$ cat src/hdl/ows_pkg.sv
// Package for the one-wire temperature sequencer.
// Holds the step codes, phase codes, bus commands, register indexes and the
// config and result structs used by the core and the top level.
package ows_pkg;

    // Sequencer steps of one measurement cycle
    typedef enum logic [3:0] {
        SEQ_IDLE    = 4'd0,
        SEQ_RST1    = 4'd1,
        SEQ_SKIP1   = 4'd2,
        SEQ_CONV    = 4'd3,
        SEQ_WAIT    = 4'd4,
        SEQ_RST2    = 4'd5,
        SEQ_SKIP2   = 4'd6,
        SEQ_RDCMD   = 4'd7,
        SEQ_READ_LO = 4'd8,
        SEQ_READ_HI = 4'd9
    } seq_step_t;

    // Phase codes reported with each result
    localparam logic [2:0] PH_IDLE  = 3'd0;
    localparam logic [2:0] PH_RESET = 3'd1;
    localparam logic [2:0] PH_WRITE = 3'd2;
    localparam logic [2:0] PH_CONV  = 3'd3;
    localparam logic [2:0] PH_READ  = 3'd4;

    // Slot sub-states
    localparam logic [2:0] SLOT_LOW  = 3'd0;
    localparam logic [2:0] SLOT_HIGH = 3'd1;
    localparam logic [2:0] SLOT_TAIL = 3'd2;

    // Bus commands
    localparam logic [7:0] CMD_SKIP    = 8'hcc;
    localparam logic [7:0] CMD_CONVERT = 8'h44;
    localparam logic [7:0] CMD_READ    = 8'hbe;

    // Short part of a slot in microseconds
    localparam logic [9:0] SHORT_US = 10'd2;

    // Register indexes
    localparam logic [2:0] REG_ENABLE    = 3'd0;
    localparam logic [2:0] REG_CONV_WAIT = 3'd1;
    localparam logic [2:0] REG_RESET_LOW = 3'd2;
    localparam logic [2:0] REG_SLOT_LONG = 3'd3;
    localparam logic [2:0] REG_RD_SAMPLE = 3'd4;
    localparam logic [2:0] REG_RD_RECOV  = 3'd5;

    typedef struct packed {
        logic        enable;
        logic [11:0] conv_wait_ms;
        logic [9:0]  reset_low_us;
        logic [9:0]  slot_long_us;
        logic [5:0]  read_sample_us;
        logic [9:0]  read_recovery_us;
    } cfg_t;

    typedef struct packed {
        logic               drive_low;
        logic               temp_valid;
        logic signed [15:0] temperature;
        logic [2:0]         phase;
    } res_t;

    // Step that follows a reset or write step
    function automatic seq_step_t next_step(input seq_step_t s);
        seq_step_t n;
        case (s)
            SEQ_RST1:  n = SEQ_SKIP1;
            SEQ_SKIP1: n = SEQ_CONV;
            SEQ_CONV:  n = SEQ_WAIT;
            SEQ_RST2:  n = SEQ_SKIP2;
            SEQ_SKIP2: n = SEQ_RDCMD;
            SEQ_RDCMD: n = SEQ_READ_LO;
            default:   n = SEQ_IDLE;
        endcase
        return n;
    endfunction

endpackage

$ cat src/hdl/ows_core.sv
// Sequencer core: step state, slot timing and the read shifter.
// One request advances the state by one microsecond. Depends on ows_pkg.
module ows_core #(
    parameter int COUNT_WIDTH = 10
) (
    input  logic          aclk,
    input  logic          aresetn,
    input  logic          step_en,
    input  logic          line_in,
    input  logic          ms_tick,
    input  ows_pkg::cfg_t cfg,
    output ows_pkg::res_t res
);

    localparam int LW = ((COUNT_WIDTH > 10) ? COUNT_WIDTH : 10) + 1;

    ows_pkg::seq_step_t     step_reg, step_next;
    logic [2:0]             slot_reg, slot_next;
    logic [COUNT_WIDTH-1:0] us_reg, us_next;
    logic [11:0]            ms_reg, ms_next;
    logic [2:0]             bit_reg, bit_next;
    logic [7:0]             shift_reg, shift_next;
    logic [7:0]             low_reg, low_next;
    logic [15:0]            temp_reg, temp_next;

    // Last microsecond of a timed part: length reached or counter saturated
    function automatic logic timed_done(input logic [COUNT_WIDTH-1:0] cnt,
                                        input logic [9:0] len);
        logic [LW-1:0] c1;
        logic [LW-1:0] l1;
        c1 = LW'(cnt) + LW'(1);
        l1 = (len == 10'd0) ? LW'(1) : LW'(len);
        return (c1 >= l1) || (&cnt);
    endfunction

    logic               enter_en;
    ows_pkg::seq_step_t enter_step;
    logic               tdone;
    logic               cur_bit;
    logic [7:0]         shifted;
    logic [7:0]         rd_byte;

    // Next state for one microsecond
    always_comb begin
        step_next  = step_reg;
        slot_next  = slot_reg;
        us_next    = us_reg;
        ms_next    = ms_reg;
        bit_next   = bit_reg;
        shift_next = shift_reg;
        low_next   = low_reg;
        temp_next  = temp_reg;
        enter_en   = 1'b0;
        enter_step = ows_pkg::SEQ_IDLE;
        tdone      = 1'b0;
        cur_bit    = shift_reg[bit_reg];
        shifted    = {line_in, shift_reg[7:1]};
        rd_byte    = (us_reg == '0) ? shifted : shift_reg;

        case (step_reg)
            ows_pkg::SEQ_RST1, ows_pkg::SEQ_RST2: begin
                if (slot_reg == ows_pkg::SLOT_LOW) begin
                    tdone   = timed_done(us_reg, cfg.reset_low_us);
                    us_next = tdone ? '0 : us_reg + 1'b1;
                    if (tdone) slot_next = ows_pkg::SLOT_HIGH;
                end else if (slot_reg == ows_pkg::SLOT_HIGH) begin
                    // wait for the presence pulse to start
                    if (!line_in) slot_next = ows_pkg::SLOT_TAIL;
                end else if (line_in) begin
                    enter_en   = 1'b1;
                    enter_step = ows_pkg::next_step(step_reg);
                end
            end
            ows_pkg::SEQ_SKIP1, ows_pkg::SEQ_CONV,
            ows_pkg::SEQ_SKIP2, ows_pkg::SEQ_RDCMD: begin
                if (slot_reg == ows_pkg::SLOT_LOW) begin
                    tdone   = timed_done(us_reg,
                                         cur_bit ? ows_pkg::SHORT_US : cfg.slot_long_us);
                    us_next = tdone ? '0 : us_reg + 1'b1;
                    if (tdone) slot_next = ows_pkg::SLOT_HIGH;
                end else begin
                    tdone   = timed_done(us_reg,
                                         cur_bit ? cfg.slot_long_us : ows_pkg::SHORT_US);
                    us_next = tdone ? '0 : us_reg + 1'b1;
                    if (tdone) begin
                        slot_next = ows_pkg::SLOT_LOW;
                        bit_next  = bit_reg + 3'd1;
                        if (bit_reg == 3'd7) begin
                            enter_en   = 1'b1;
                            enter_step = ows_pkg::next_step(step_reg);
                        end
                    end
                end
            end
            ows_pkg::SEQ_WAIT: begin
                if (ms_tick) begin
                    if (ms_reg >= cfg.conv_wait_ms) begin
                        enter_en   = 1'b1;
                        enter_step = ows_pkg::SEQ_RST2;
                    end else begin
                        ms_next = ms_reg + 12'd1;
                    end
                end
            end
            ows_pkg::SEQ_READ_LO, ows_pkg::SEQ_READ_HI: begin
                if (slot_reg == ows_pkg::SLOT_LOW) begin
                    tdone   = timed_done(us_reg, ows_pkg::SHORT_US);
                    us_next = tdone ? '0 : us_reg + 1'b1;
                    if (tdone) slot_next = ows_pkg::SLOT_HIGH;
                end else if (slot_reg == ows_pkg::SLOT_HIGH) begin
                    tdone   = timed_done(us_reg, {4'd0, cfg.read_sample_us});
                    us_next = tdone ? '0 : us_reg + 1'b1;
                    if (tdone) slot_next = ows_pkg::SLOT_TAIL;
                end else begin
                    // sample on the first recovery microsecond
                    shift_next = rd_byte;
                    tdone   = timed_done(us_reg, cfg.read_recovery_us);
                    us_next = tdone ? '0 : us_reg + 1'b1;
                    if (tdone) begin
                        slot_next = ows_pkg::SLOT_LOW;
                        bit_next  = bit_reg + 3'd1;
                        if (bit_reg == 3'd7) begin
                            enter_en = 1'b1;
                            if (step_reg == ows_pkg::SEQ_READ_LO) begin
                                low_next   = rd_byte;
                                enter_step = ows_pkg::SEQ_READ_HI;
                            end else begin
                                temp_next  = {rd_byte, low_reg};
                                enter_step = ows_pkg::SEQ_IDLE;
                            end
                        end
                    end
                end
            end
            default: begin
                step_next = ows_pkg::SEQ_IDLE;
                if (cfg.enable) begin
                    enter_en   = 1'b1;
                    enter_step = ows_pkg::SEQ_RST1;
                end
            end
        endcase

        // Enter a step: clear slot timing, load the command or a zero read byte
        if (enter_en) begin
            step_next = enter_step;
            slot_next = ows_pkg::SLOT_LOW;
            us_next   = '0;
            bit_next  = 3'd0;
            case (enter_step)
                ows_pkg::SEQ_SKIP1, ows_pkg::SEQ_SKIP2: shift_next = ows_pkg::CMD_SKIP;
                ows_pkg::SEQ_CONV:                      shift_next = ows_pkg::CMD_CONVERT;
                ows_pkg::SEQ_RDCMD:                     shift_next = ows_pkg::CMD_READ;
                ows_pkg::SEQ_READ_LO, ows_pkg::SEQ_READ_HI: shift_next = 8'd0;
                default: ;
            endcase
            if (enter_step == ows_pkg::SEQ_WAIT) ms_next = 12'd0;
        end
    end

    // Result of this microsecond: drive, phase, temperature, new-reading flag
    always_comb begin
        res.drive_low   = 1'b0;
        res.temp_valid  = 1'b0;
        res.phase       = ows_pkg::PH_IDLE;
        res.temperature = temp_next;
        case (step_reg)
            ows_pkg::SEQ_RST1, ows_pkg::SEQ_RST2: begin
                res.phase     = ows_pkg::PH_RESET;
                res.drive_low = (slot_reg == ows_pkg::SLOT_LOW);
            end
            ows_pkg::SEQ_SKIP1, ows_pkg::SEQ_CONV,
            ows_pkg::SEQ_SKIP2, ows_pkg::SEQ_RDCMD: begin
                res.phase     = ows_pkg::PH_WRITE;
                res.drive_low = (slot_reg == ows_pkg::SLOT_LOW);
            end
            ows_pkg::SEQ_WAIT: begin
                res.phase = ows_pkg::PH_CONV;
            end
            ows_pkg::SEQ_READ_LO, ows_pkg::SEQ_READ_HI: begin
                res.phase      = ows_pkg::PH_READ;
                res.drive_low  = (slot_reg == ows_pkg::SLOT_LOW);
                // last recovery microsecond of the last bit of the high byte
                res.temp_valid = (step_reg == ows_pkg::SEQ_READ_HI) &&
                                 (slot_reg == ows_pkg::SLOT_TAIL) && (bit_reg == 3'd7) &&
                                 timed_done(us_reg, cfg.read_recovery_us);
            end
            default: ;
        endcase
    end

    // Advance state on each accepted request
    always_ff @(posedge aclk) begin
        if (!aresetn) begin
            step_reg  <= ows_pkg::SEQ_IDLE;
            slot_reg  <= ows_pkg::SLOT_LOW;
            us_reg    <= '0;
            ms_reg    <= 12'd0;
            bit_reg   <= 3'd0;
            shift_reg <= 8'd0;
            low_reg   <= 8'd0;
            temp_reg  <= 16'd0;
        end else if (step_en) begin
            step_reg  <= step_next;
            slot_reg  <= slot_next;
            us_reg    <= us_next;
            ms_reg    <= ms_next;
            bit_reg   <= bit_next;
            shift_reg <= shift_next;
            low_reg   <= low_next;
            temp_reg  <= temp_next;
        end
    end

endmodule

$ cat src/hdl/one_wire_temperature_sequencer_unit.sv
// Top level of the one-wire temperature sequencer: APB registers, request
// handshake and result register. Depends on ows_pkg and ows_core.
//
// Each input request is one microsecond of bus time (sampled line level and a
// millisecond flag) and yields exactly one result (drive level, new-reading
// flag, last temperature, phase). One request is taken every clock cycle unless
// the result stalls; the result appears in the cycle after acceptance from a
// single output register, and the next request is taken in the same cycle as
// the result leaves. The core's state registers are updated once per request.
// Registers sit at byte addresses 0x00 enable, 0x04 conv_wait_ms,
// 0x08 reset_low_us, 0x0c slot_long_us, 0x10 read_sample_us,
// 0x14 read_recovery_us; change them only while the block is idle.
module one_wire_temperature_sequencer_unit #(
    parameter int COUNT_WIDTH = 10
) (
    input  logic               aclk,
    input  logic               aresetn,
    // APB configuration port
    input  logic               psel,
    input  logic               penable,
    input  logic               pwrite,
    input  logic [4:0]         paddr,
    input  logic [31:0]        pwdata,
    output logic [31:0]        prdata,
    output logic               pready,
    // input request channel
    input  logic               s_valid,
    output logic               s_ready,
    input  logic               s_line_in,
    input  logic               s_ms_tick,
    // result channel
    output logic               m_valid,
    input  logic               m_ready,
    output logic               m_drive_low,
    output logic               m_temp_valid,
    output logic signed [15:0] m_temperature,
    output logic [2:0]         m_phase
);

    ows_pkg::cfg_t cfg;
    ows_pkg::res_t core_res;
    ows_pkg::res_t res_reg;
    logic          m_valid_reg, m_valid_next;
    logic          accept;
    logic          cfg_wr;
    logic [2:0]    reg_idx;

    logic        enable_reg;
    logic [11:0] conv_wait_reg;
    logic [9:0]  reset_low_reg;
    logic [9:0]  slot_long_reg;
    logic [5:0]  rd_sample_reg;
    logic [9:0]  rd_recov_reg;

    assign pready  = 1'b1;
    assign reg_idx = paddr[4:2];
    assign cfg_wr  = psel && penable && pwrite && pready;

    // Write configuration registers
    always_ff @(posedge aclk) begin
        if (!aresetn) begin
            enable_reg    <= 1'b0;
            conv_wait_reg <= 12'd1000;
            reset_low_reg <= 10'd600;
            slot_long_reg <= 10'd80;
            rd_sample_reg <= 6'd5;
            rd_recov_reg  <= 10'd500;
        end else if (cfg_wr) begin
            case (reg_idx)
                ows_pkg::REG_ENABLE:    enable_reg    <= pwdata[0];
                ows_pkg::REG_CONV_WAIT: conv_wait_reg <= pwdata[11:0];
                ows_pkg::REG_RESET_LOW: reset_low_reg <= pwdata[9:0];
                ows_pkg::REG_SLOT_LONG: slot_long_reg <= pwdata[9:0];
                ows_pkg::REG_RD_SAMPLE: rd_sample_reg <= pwdata[5:0];
                ows_pkg::REG_RD_RECOV:  rd_recov_reg  <= pwdata[9:0];
                default: ;
            endcase
        end
    end

    // Read back configuration registers
    always_comb begin
        case (reg_idx)
            ows_pkg::REG_ENABLE:    prdata = {31'd0, enable_reg};
            ows_pkg::REG_CONV_WAIT: prdata = {20'd0, conv_wait_reg};
            ows_pkg::REG_RESET_LOW: prdata = {22'd0, reset_low_reg};
            ows_pkg::REG_SLOT_LONG: prdata = {22'd0, slot_long_reg};
            ows_pkg::REG_RD_SAMPLE: prdata = {26'd0, rd_sample_reg};
            ows_pkg::REG_RD_RECOV:  prdata = {22'd0, rd_recov_reg};
            default:                prdata = 32'd0;
        endcase
    end

    always_comb begin
        cfg.enable           = enable_reg;
        cfg.conv_wait_ms     = conv_wait_reg;
        cfg.reset_low_us     = reset_low_reg;
        cfg.slot_long_us     = slot_long_reg;
        cfg.read_sample_us   = rd_sample_reg;
        cfg.read_recovery_us = rd_recov_reg;
    end

    // Take a request whenever the result register is free or draining
    assign s_ready = !m_valid_reg || m_ready;
    assign accept  = s_valid && s_ready;

    ows_core #(
        .COUNT_WIDTH (COUNT_WIDTH)
    ) u_core (
        .aclk    (aclk),
        .aresetn (aresetn),
        .step_en (accept),
        .line_in (s_line_in),
        .ms_tick (s_ms_tick),
        .cfg     (cfg),
        .res     (core_res)
    );

    // Hold the result until taken
    always_comb begin
        if (accept) begin
            m_valid_next = 1'b1;
        end else if (m_ready) begin
            m_valid_next = 1'b0;
        end else begin
            m_valid_next = m_valid_reg;
        end
    end

    always_ff @(posedge aclk) begin
        if (!aresetn) begin
            m_valid_reg <= 1'b0;
        end else begin
            m_valid_reg <= m_valid_next;
        end
    end

    always_ff @(posedge aclk) begin
        if (accept) begin
            res_reg <= core_res;
        end
    end

    assign m_valid       = m_valid_reg;
    assign m_drive_low   = res_reg.drive_low;
    assign m_temp_valid  = res_reg.temp_valid;
    assign m_temperature = res_reg.temperature;
    assign m_phase       = res_reg.phase;

endmodule

$ cat config.mk
export PLATFORM = sky130hd
export DESIGN_NAME = one_wire_temperature_sequencer_unit
export DESIGN_NICKNAME = d
export VERILOG_FILES = /design/src/hdl/ows_pkg.sv /design/src/hdl/ows_core.sv /design/src/hdl/one_wire_temperature_sequencer_unit.sv
export SDC_FILE = /design/constraint.sdc
export NUM_CORES = 1
export LEC_CHECK = 0
export BUFFER_PORTS_ARGS = -buffer_cell sky130_fd_sc_hd__buf_4
export CAP_MARGIN = 10
export CORE_MARGIN = 2
export CORE_UTILIZATION = 35
export CTS_CLUSTER_DIAMETER = 100
export DETAILED_ROUTE_END_ITERATION = 6
export GPL_TIMING_DRIVEN = 0
export PLACE_DENSITY = 0.59
export SLEW_MARGIN = 30
export SYNTH_ARGS = -nofsm -noshare
export SYNTH_HDL_FRONTEND = slang
export SYNTH_SLANG_ARGS = --single-unit
$ cat constraint.sdc
create_clock -name aclk -period 5.8 [get_ports aclk]
set_input_delay 0.87 -clock aclk [delete_from_list [all_inputs] [get_ports aclk]]
set_output_delay 0.87 -clock aclk [all_outputs]
set_load 0.03 [all_outputs]
-- After elaboration in Yosys (flattened, before gate mapping)
Index checks and enable logic that the tools add are counted.
- register bits: 135
- input bits: 46
- output and inout bits: 56
- add/subtract/negate cells: 4
- order comparisons: 8
- equal/unequal tests: 39
- mux-type cells: 94
- bitwise gates (word level): 2
- reductions and logical operators: 44
- operators by type and width (operator ; number):
    $mux W10 ; 17
    $mux W16 ; 6
    $pmux W12 S6 ; 1
    $mux W12 ; 5
    $mux W3 ; 20
    $mux W4 ; 14
    $ge A11 B11 Y1 ; 5
    $logic_not A10 Y1 ; 5
    $mux W8 ; 5
    $pmux W8 S4 ; 1
    $pmux W10 S3 ; 1
    $eq A4 B3 Y1 const B ; 7
    $pmux W4 S6 ; 1
    $reduce_and A10 Y1 ; 2
    $eq A4 B2 Y1 const B ; 4
    $eq A4 B4 Y1 const B ; 4
    $mux W1 ; 16
    $ne A4 B2 Y1 const B ; 4
    $pmux W4 S4 ; 1
    $reduce_and A2 Y1 ; 7
    $reduce_and A7 Y1 ; 2
    $add A12 B1 Y12 const B ; 1
    $ge A12 B12 Y1 ; 1
    $pmux W3 S4 ; 1
    other kinds (34) ; 60

-- Logic depth before layout (Yosys ltp)
Gate-level depths: netlist of the first run.
- depth in word-level cells: 14
- gate-level depth with buffers: 17
- depth with buffers taken out: 15

-- Modules after synthesis
Synthesis of the first run repeated with hierarchy kept, for this count alone.
- cells, all modules: 951
- area, all modules: 8419.3 sq um
- modules (own cells, without submodules) (module ; instances ; cells an instance ; area each (sq um) ; sequential area each (sq um)):
    ows_core ; 1 ; 652 ; 5273.8 ; 1261.2
    one_wire_temperature_sequencer_unit ; 1 ; 299 ; 3145.5 ; 1631.6

-- Least setup slack after synthesis of the first run
OpenSTA, ideal clock, no wires.
- path type: reg-to-reg
- start: reg u_core.us_reg[0]
- end: reg u_core.us_reg[6]
- library setup time: 0.074 ns
- arrival time: 3.608 ns
- slack: 2.118 ns
- cell stages (with the launch flop): 17
- buffers on the path: 1
- cells stage by stage: dfxtp_1 > nand4_1 > or2_2 > inv_1 > nand3_1 > or2_2 > nand2_1 > ha_1 > a211oi_1 > nand2_1 > a211o_1 > a21o_1 > o41ai_4 > o211a_1 > buf_6 > nand2_1 > a31oi_1
- longest elaborated chain between the ends: 9
- elaborated cells between the ends (all ways): 36
- RTL lines (element ; line ; text):
    start, declared ; ows_core.sv:19 ; logic [COUNT_WIDTH-1:0] us_reg, us_next;
    start signal, assigned ; ows_core.sv:206 ; us_reg <= us_next;
    $add A10 B1 Y11 ; ows_core.sv:31 ; c1 = LW'(cnt) + LW'(1);
    $ge A11 B11 Y1 ; ows_core.sv:33 ; return (c1 >= l1) || (&cnt);
    $logic_or A1 B1 Y1 ; ows_core.sv:33 ;
    $mux W1 ; ows_core.sv:119 ; if (tdone) begin
    $mux W1 ; ows_core.sv:110 ; end else if (slot_reg == ows_pkg::SLOT_HIGH) begin
    $mux W1 ; ows_core.sv:106 ; if (slot_reg == ows_pkg::SLOT_LOW) begin
    $pmux W1 S4 ; ows_core.sv:60 ; case (step_reg)
    $ne A3 B1 Y1 (no source line) or $reduce_bool A4 Y1 (tied branches) ; -- ;
    $reduce_and A3 Y1 (no source line) ; -- ;
Several ways; a longest one is shown, not always the timed one. The select of a mux whose other input is x is not followed.
A chain may end at the register's enable or synchronous reset.

-- Final worst setup path of the first run
- start: reg u_core.us_reg[0]
- end: reg u_core.ms_reg[10]
- longest elaborated chain between the ends: 10
- elaborated cells between the ends (all ways): 21
- RTL lines (element ; line ; text):
    $add A10 B1 Y11 ; ows_core.sv:31 ;
    $ge A11 B11 Y1 ; ows_core.sv:33 ;
    $logic_or A1 B1 Y1 ; ows_core.sv:33 ;
    $mux W4 ; ows_core.sv:119 ;
    $mux W4 ; ows_core.sv:110 ;
    $mux W4 ; ows_core.sv:106 ;
    $pmux W4 S4 ; ows_core.sv:60 ;
    $eq A4 B3 Y1 ; ows_core.sv:157 ; if (enter_step == ows_pkg::SEQ_WAIT) ms_next = 12'd0;
    $mux W12 ; ows_core.sv:157 ;
    $mux W12 (*) ; ows_core.sv:145 ; if (enter_en) begin
    end signal, assigned ; ows_core.sv:207 ; ms_reg <= ms_next;
    end, declared ; ows_core.sv:20 ; logic [11:0] ms_reg, ms_next;
Every way passes the cells marked *; elsewhere a longest branch is shown, timed or not.

==> results of run 1 <==
[cell type report]
cell class | count | area [sq um]
plain buffers | 70 | 383
clock buffers | 17 | 425
clock inverters | 15 | 130
fillers | 2276 | 13100
inverters | 55 | 206
multi-input cells | 730 | 4730
flip-flops and latches | 134 | 2890
well taps | 285 | 357
repair buffers | 57 | 448
[how the worst min path moves through the flow]
stage,to,cells after the start
floorplan,conv_wait_reg[10],2
global placement,u_core.temp_reg[12],2
detailed placement,u_core.temp_reg[10],2
CTS,u_core.temp_reg[10],2
global route,u_core.temp_reg[8],2
finish,conv_wait_reg[11],2
[metrics by stage]
step | util | area (sq um)
final | 0.422 | 9570
after global routing | 0.422 | 9570
after floorplan | - | 8200
after global placement | 0.395 | 8980
after detailed placement | 0.397 | 9020
after CTS | 0.422 | 9570
[where the power goes]
part | internal (uW) | switching, uW
clock network | 590 | 432
registers | 967 | 15.6
logic | 95.0 | 172
[kinds of logic (layout without fill, tap and decap cells)]
kind of cell	Yosys count	after routing	synth area share
compound gates	215	215	0.178
xor+xnor	20	20	0.0215
fa+ha+maj	64	64	0.0985
buf+inv	125	214	0.0723
flops	134	134	0.356
mux	59	59	0.0798
other cells	2	21	0.000923
simple gates	351	351	0.193
[layout by cell type (no fill, tap or decap), drive strengths merged, types with 4 or more instances in the layout]
cell / netlist / final
xnor2: 13 / 13
a22oi: 12 / 12
a21o: 20 / 20
mux2i: 39 / 39
a211o: 4 / 4
mux2: 17 / 17
and2: 5 / 5
nor2b: 10 / 10
a21oi: 46 / 46
xor2: 7 / 7
nand3: 15 / 15
or2: 13 / 13
a22o: 4 / 4
buf: 31 / 88
o21a: 4 / 4
a211oi: 14 / 14
o211ai: 19 / 19
o41ai: 4 / 4
clkinv: 1 / 10
nand2b: 6 / 6
nor2: 99 / 99
o22ai: 8 / 8
nand4: 10 / 10
and3: 12 / 12
ha: 64 / 64
conb: 2 / 21
dfxtp: 113 / 113
nor4: 4 / 4
nor3: 19 / 19
o21ai: 42 / 42
clkbuf: 39 / 56
inv: 54 / 57
nand2: 145 / 145
a31oi: 10 / 10
edfxtp: 21 / 21
[layer usage]
metal  vias to the layer above  routed length [microns]  part of all wire  GRT usage
met4                         0                      418             0.019     0.0568
met1                      3313                    10700              0.48      0.255
met3                        29                     1140             0.051     0.0302
li1                       3582                        -                 -          -
met5                         -                        0                 0          0
met2                       221                     9990              0.45      0.296
[critical path, cell delays in order, from the launching register on]
cell and delay, ps:
dfxtp_1 610, ha_1 330, and4_4 250, buf_6 120, nand2_1 80, xnor2_1 480
ha_1 340, and2_0 180, a221o_1 320, a41o_1 250, a21oi_1 340, a21o_1 200
a21oi_1 110, o31ai_1 560, buf_2 340, nor2_1 70
==> impl_metrics.tcl, run 1 <==
set metrics [dict create \
    hold_viol 0 \
    htreeDepth 4 \
    grt_max_degree 20 \
    period_needed_ps 4690 \
    power.leakage_uw 0.00412 \
    fin_nets 1175 \
    setup_ws_ps 1110 \
    start_util 0.358 \
    rr_worst_depth 15 \
    synthTopCellsByArea "dfxtp_1, ha_1, edfxtp_1, nand2_1, mux2i_1" \
    finalNonFillerCells 1363 \
    yosysTopAreaCell "dfxtp_1" \
    die_height_microns 156 \
    status "finished, final reports clean" \
    rsz0062_at_grt "false" \
    peakVddDrop_v 0.000204 \
    grt_overflow 0 \
    numCtsBuffers 17 \
    endpoint "u_core.ms_reg[10]" \
    p_per_area_nw_per_um2 237 \
    drive_above_1_share 0.149 \
    via_per_inst 5.24 \
    hold_class "flip-flop to flip-flop" \
    yosysWarningCount 0 \
    yosysSeqAreaShare 0.356 \
    p_total_uw 2270 \
    skew_ps 9.84 \
    synth_edf_count 21 \
    core_area_sq_um 22700 \
    r2r_setup_slack_ps 1110 \
    yosysMostFrequentCell "nand2_1" \
    syn_inst 970 \
    drc 0 \
    crit_type "flip-flop to flip-flop" \
    clk_latency_ps 420 \
    grt_antenna_before_repair 0 \
    cts.sinks 134 \
    firstDrtPassIters 5 \
    fp.dieW_microns 156 \
    crit_path_max_fanout 10 \
    yosys-top-cells-count "nand2_1, dfxtp_1, nor2_1, ha_1, inv_1" \
    timing.hold.ws_ps 453 \
    cts_root_buf "clkbuf_16" \
    worst_ep_arrival_time_ps 5000 \
    synth_cell_type_count 67 \
    reg2reg_from "u_core.us_reg[0]" \
    fin_crit_sh 0.809 \
    ant_nets 0 \
    clkTransAtPathRegs_ps 60 \
    ys_ff_latch 134 \
    grt_use_total 0.185 \
    cts_tree "yes" \
    relSlewSlack 0.368 \
    min_from "conv_wait_reg[11]" \
    synth_async_sr_flop_share 0 \
    numPortBuffers 56 \
    r2r_end "u_core.ms_reg[10]" \
    drt_iter0_markers 550 \
    fmax_mhz 213 \
    ctsResizeCount 0 \
    num_vias 7145 \
    critPathCaptureType "flip-flop" \
    fin_tns_setup_ps 0 \
    area_growth_pct 17.7 \
    grt_first_pass_wirelength_mm 35.4 \
    dp_hpwl_mm 16.9 \
    wl_per_cell_microns 16.3 \
    synth_top_area_frac 0.278 \
    crit_required_ps 6110 \
    clk_path_buf_depth 2 \
    syn_avg_cell_area_sq_um 8.38 \
    n_antenna_cell 0 \
    cp-start-kind "flip-flop" \
    startpoint "u_core.us_reg[0]" \
    slew_violations 0 \
    pre_cts_ws_ps 1200 \
    dieArea_sq_um 24500 \
    tightest_slew_ps 941 \
    rows 55 \
    setup_viol 0 \
    route.final.wire_length_mm 22.2 \
    place_congestion 0.908 \
    synth_flop_cell "dfxtp_1" \
    grt_pass1_vias 6677 \
    dp.cells 1331 \
    pin_count 102 \
    netlist_area_sq_um 8130 \
    post_cts_buffers 0 \
    drv_cap 0 \
    ctsHoldBuffers 0 \
]
Note: power is estimated with default switching activity, not from simulation.
==> run 2: changes to the inputs <==
--- a/config.mk
+++ b/config.mk
@@ -12,7 +12,7 @@
 export CTS_CLUSTER_DIAMETER = 100
 export DETAILED_ROUTE_END_ITERATION = 6
 export GPL_TIMING_DRIVEN = 0
-export PLACE_DENSITY = 0.59
+export PLACE_DENSITY = 0.61
 export SLEW_MARGIN = 30
 export SYNTH_ARGS = -nofsm -noshare
 export SYNTH_HDL_FRONTEND = slang
==> constraint.sdc (replaced) <==
create_clock -name aclk -period 3.9 [get_ports aclk]
set_input_delay 0.585 -clock aclk [delete_from_list [all_inputs] [get_ports aclk]]
set_output_delay 0.585 -clock aclk [all_outputs]
set_load 0.03 [all_outputs]
==> impl_metrics.tcl, run 2 (same netlist as run 1, synthesis figures left out) <==
set metrics [dict create \
    drv_cap 0 \
    rr_worst_depth 15 \
    critPathCaptureType "flip-flop" \
    n_antenna_cell 0 \
    die_height_microns 156 \
    start_util 0.358 \
    grt_pass1_vias 6869 \
    period_needed_ps 3750 \
    mostFrequentLayoutCells "nand2_1, dfxtp_1, nor2_1" \
    holdPathStages 3 \
    relSlewSlack 0.484 \
    fin_tns_setup_ps 0 \
    slew_violations 0 \
    dieArea_sq_um 24500 \
    drt_iter0_markers 503 \
    crit_required_ps 4190 \
    numPortBuffers 56 \
    cts.sinks 134 \
    cp_top_family "compound AO/OA/AOI/OAI gates" \
    tightest_slew_ps 774 \
    crit_type "flip-flop to flip-flop" \
    area_growth_pct 21.8 \
    startpoint "u_core.us_reg[0]" \
    final_common_cell "nand2_1" \
    fmax_mhz 266 \
    rows 55 \
    cp-start-kind "flip-flop" \
    clk_path_buf_depth 2 \
    r2r_end "u_core.shift_reg[2]" \
    route.final.wire_length_mm 22.7 \
    via_per_inst 5.30 \
    dp_hpwl_mm 16.8 \
    htreeDepth 4 \
    grt_antenna_before_repair 0 \
    setup_viol 0 \
    grt_max_degree 18 \
    numCtsBuffers 17 \
    worst_ep_arrival_time_ps 4050 \
    cts_root_buf "clkbuf_16" \
    slowest_stage "o21ai_0" \
    fin_crit_sh 0.962 \
    r2r_setup_slack_ps 150 \
    worst-path-buf-inv 2 \
    reg2reg_from "u_core.us_reg[0]" \
    fin_nets 1186 \
    grt_overflow 0 \
    firstDrtPassIters 5 \
    drive_above_1_share 0.183 \
    cpMostUsedCell "o21ai_0" \
    crit_path_cell_trace "ha_4 > and4_4 > buf_6 > nand2_1 > xnor2_4 > ha_1 > and2_0 > a221o_1 > a41o_1 > a21o_1 > buf_4 > o21ai_0 > o21ai_0 > a22oi_1 > nor2_1" \
    fp.dieW_microns 156 \
    fin_area_sq_um 9900 \
    grt_use_total 0.191 \
    hold_class "primary input to flip-flop" \
    clk_latency_ps 430 \
    crit_path_max_fanout 6 \
    place_area_sq_um 9000 \
    wl_per_cell_microns 16.5 \
    drc 0 \
    hold_viol 0 \
    status "finished, final reports clean" \
    ant_nets 0 \
    min_from "pwdata[11]" \
    p_per_area_nw_per_um2 357 \
    core_area_sq_um 22700 \
    grt_first_pass_wirelength_mm 36.7 \
    power.leakage_uw 0.00424 \
    hold_path_end "conv_wait_reg[11]" \
    slowest_delay_ps 410 \
    skew_ps 11.0 \
    peakVddDrop_v 0.000286 \
    timing.hold.ws_ps 401 \
    cts_tree "yes" \
    pin_count 102 \
    num_vias 7277 \
    place_congestion 0.880 \
    clkTransAtPathRegs_ps 60 \
]
run 2: through the flow:
stage / instances / power (uW) / util / setup slack [ps]
2_1_floorplan: 989 / 1750 / - / 218
3_3_place_gp: 1330 / 1880 / 0.395 / -746
3_5_place_dp: 1331 / 1880 / 0.397 / -727
4_1_cts: 1367 / 3550 / 0.429 / 7.37
5_1_grt: 1374 / 3660 / 0.436 / -27.3
6_report: 1374 / 3530 / 0.436 / 146
run 2: routing by layer:
layer	vias to the layer above	part of all wire	global-route usage
met1	3447	0.47	0.264
li1	3604	-	-
met2	203	0.46	0.303
met3	23	0.059	0.0371
met5	-	0	0
met4	0	0.013	0.0564
run 2: report_power, final:
group	total (uW)	internal, uW	switching, uW	leakage [uW]
combinational	415	150	265	0.00282
clock	1660	1010	652	0.000291
sequential	1460	1440	22.4	0.00113
run 2: timing repair:
item,4_1_cts,5_1_grt
setup buffers,5,7
gates resized for setup,24,19
setup endpoints to repair,80,65
pin swaps,3,5
endpoints found under the hold margin,0,0
hold buffers,0,0
run 2: tightest hold or removal path: stages:
cell and delay (ps):
buf_4 110, nand2_1 40, a21oi_1 50
run 2: worst max-delay path by stage:
| stage | to | slack [ps] | cells past startpoint |
|---|---|---|---|
| after floorplan | u_core.us_reg[6] | 220 | 16 |
| after global placement | u_core.ms_reg[9] | -750 | 15 |
| after detailed placement | u_core.ms_reg[3] | -730 | 15 |
| after CTS | u_core.us_reg[6] | 7 | 18 |
| after global routing | u_core.shift_reg[2] | -30 | 13 |
| final | u_core.shift_reg[2] | 150 | 15 |
run 2: cell type report:
cell class | instances | area, sq um
Clock inverter | 15 | 176
Sequential cell | 134 | 2900
Buffer | 69 | 389
Clock buffer | 17 | 425
Multi-Input combinational cell | 730 | 4920
Inverter | 55 | 206
Timing Repair Buffer | 69 | 526
Tap cell | 285 | 357
Fill cell | 2228 | 12800
==> run 3: changes to the inputs <==
--- a/config.mk
+++ b/config.mk
@@ -5,6 +5,7 @@
 export SDC_FILE = /design/constraint.sdc
 export NUM_CORES = 1
 export LEC_CHECK = 0
+export ABC_AREA = 1
 export BUFFER_PORTS_ARGS = -buffer_cell sky130_fd_sc_hd__buf_4
 export CAP_MARGIN = 10
 export CORE_MARGIN = 2
@@ -12,8 +13,9 @@
 export CTS_CLUSTER_DIAMETER = 100
 export DETAILED_ROUTE_END_ITERATION = 6
 export GPL_TIMING_DRIVEN = 0
-export PLACE_DENSITY = 0.61
+export PLACE_DENSITY = 0.6
 export SLEW_MARGIN = 30
 export SYNTH_ARGS = -nofsm -noshare
 export SYNTH_HDL_FRONTEND = slang
+export SYNTH_HIERARCHICAL = 1
 export SYNTH_SLANG_ARGS = --single-unit
==> impl_metrics.tcl, run 3 <==
set metrics [dict create \
    hold_class "primary input to flip-flop" \
    ant_nets 0 \
    pwr-share-comb 0.262 \
    startpoint "u_core/us_reg[0]" \
    grt_pass1_vias 7879 \
    p_per_area_nw_per_um2 420 \
    area_growth_pct 18.3 \
    r2r_setup_slack_ps 340 \
    grt_max_degree 21 \
    fmax_mhz 281 \
    cts_tree "yes" \
    n_antenna_cell 0 \
    endpoint "u_core/low_reg[6]" \
    dp_hpwl_mm 18.9 \
    crit_path_cell_trace "ha_2 > nand2_1 > nor2_2 > xor2_1 > inv_1 > ha_1 > a21oi_1 > nor2_1 > nor2_1 > nand2_1 > nand2_2 > nand2_4 > nand4_1 > or2_1 > clkbuf_1 > buf_2 > o21ai_1 > a21oi_1" \
    syn_inst 1304 \
    drc 0 \
    r2r_end "u_core/low_reg[6]" \
    yosysTopAreaCell "dfxtp_1" \
    pre_cts_ws_ps -184 \
    num_vias 8503 \
    dp.cells 1710 \
    peakVddDrop_v 0.000263 \
    clkTransAtPathRegs_ps 70 \
    crit_path_max_fanout 12 \
    clock_power_share 0.388 \
    wl_per_cell_microns 14.2 \
    power.leakage_uw 0.00510 \
    final_common_cell "nand2_1" \
    relSlewSlack 0.551 \
    core_area_sq_um 25100 \
    drt_iter0_markers 502 \
    reg2reg_from "u_core/us_reg[0]" \
    clk_path_buf_depth 2 \
    status "finished, final reports clean" \
    netlist_area_sq_um 8930 \
    cp-start-kind "flip-flop" \
    fp.dieW_microns 164 \
    swShare 0.356 \
    die_height_microns 164 \
    slowest_delay_ps 530 \
    finalNonFillerCells 1744 \
    fin_crit_sh 0.913 \
    seq_power_share 0.350 \
    grt_overflow 0 \
    synth_edf_count 21 \
    fin_area_sq_um 10600 \
    rows 58 \
    yosysSeqAreaShare 0.324 \
    numCtsBuffers 17 \
    route.final.wire_length_mm 24.8 \
    grt_antenna_before_repair 0 \
    pin_count 102 \
    grt_first_pass_wirelength_mm 40.1 \
    cts_root_buf "clkbuf_16" \
    rsz0062_at_grt "false" \
    fin_nets 1511 \
    grt_use_total 0.190 \
    mostFrequentLayoutCells "nand2_1, inv_1, nor2_1" \
    synth_cell_type_count 51 \
    synth_flop_cell "dfxtp_1" \
    yosys-top-cells-count "nand2_1, inv_1, nor2_1, dfxtp_1, nand3_1" \
    crit_type "flip-flop to flip-flop" \
    rr_worst_depth 18 \
    setup_viol 0 \
    worst_ep_arrival_time_ps 3930 \
    crit_required_ps 4270 \
    critPathCaptureType "flip-flop" \
    htreeDepth 4 \
    fin_tns_setup_ps 0 \
    hold_viol 0 \
    p_int_uw 2850 \
    numPortBuffers 56 \
    cts.sinks 134 \
    min_from "pwdata[0]" \
    place_congestion 0.929 \
    synth_async_sr_flop_share 0 \
    skew_ps 17.1 \
    yosysMostFrequentCell "nand2_1" \
    syn_avg_cell_area_sq_um 6.85 \
    drive_above_1_share 0.153 \
    synth_top_area_frac 0.253 \
    slowest_stage "dfxtp_2" \
    period_needed_ps 3560 \
    setup_ws_ps 341 \
    place_area_sq_um 9860 \
    drv_cap 0 \
    via_per_inst 4.88 \
    slew_violations 0 \
    start_util 0.355 \
    ys_ff_latch 134 \
    clk_latency_ps 440 \
    switchingPower_uw 1580 \
    yosysWarningCount 6 \
    firstDrtPassIters 5 \
    dieArea_sq_um 26800 \
    tightest_slew_ps 673 \
    synthTopCellsByArea "dfxtp_1, nand2_1, ha_1, inv_1, edfxtp_1" \
]
==> run 3: kinds of logic (layout without fill, tap and decap cells) <==
kind of cell	Yosys count	after routing	share of synthesized area
compound gates	200	200	0.123
buf+inv	269	360	0.130
other cells	2	21	0.000841
fa+ha+maj	64	64	0.0897
flops	134	134	0.324
xor+xnor	15	15	0.0147
simple gates	620	620	0.317
==> run 3: cell type report <==
| class | instances | area [sq um] |
|---|---|---|
| sequential | 134 | 2900 |
| tap | 330 | 413 |
| clock buffer | 17 | 425 |
| timing repair buffer | 58 | 443 |
| multi-input combinational | 920 | 5000 |
| inverter | 208 | 792 |
| clock inverter | 15 | 204 |
| buffer | 61 | 379 |
| fill | 2706 | 14600 |
| timing repair inverter | 1 | 5.00 |
==> run 3: stage by stage <==
step / total power [uW] / utilization / hold WS [ps]
finish: 4430 / 0.420 / 373
floorplan: 2400 / - / 423
CTS: 4440 / 0.418 / 358
global placement: 2690 / 0.392 / 433
global route: 4670 / 0.420 / 386
detailed placement: 2710 / 0.393 / 435
==> run 3: critical path, delay by kind of cell (launching register included) <==
kind	cells	cell delay [ps]
xor gates and xnor gates	1	240
AOI/OAI and AO/OA	3	400
DFF	1	530
buffers and inverters	3	710
and+or+nand+nor	9	940
adders and majority gates	2	690
==> run 3: power groups by stage <==
stage	Sequential, uW	Clock, uW	Combinational (uW)
after floorplan	1590	0	805
after global placement	1580	0	1110
after CTS	1550	1750	1140
after global routing	1560	1810	1310
final	1550	1720	1160
after detailed placement	1580	0	1130
==> run 3: worst min-delay path by stage <==
stage,depth (start not counted),slack [ps],to
floorplan,2,420,u_core/low_reg[3]
CTS,3,360,rd_sample_reg[0]
detailed placement,2,430,u_core/low_reg[7]
global route,3,390,rd_sample_reg[2]
global placement,2,430,u_core/low_reg[7]
finish,3,370,rd_sample_reg[0]
==> run 3: repair_timing <==
item | CTS | global route
endpoints found under the setup margin | 23 | 60
resized for setup | 1 | 17
hold buffers | 0 | 0
pin swaps | 0 | 2
setup buffers | 0 | 1
gates cloned | 0 | 1
==> run 3: routing by layer <==
metal  vias to the layer above  wire length (microns)  global-route usage
met2                       203                  11400               0.307
li1                       4370                      -                   -
met5                         -                      0                   0
met4                         0                    478              0.0626
met1                      3899                  11800               0.259
met3                        31                   1150              0.0293
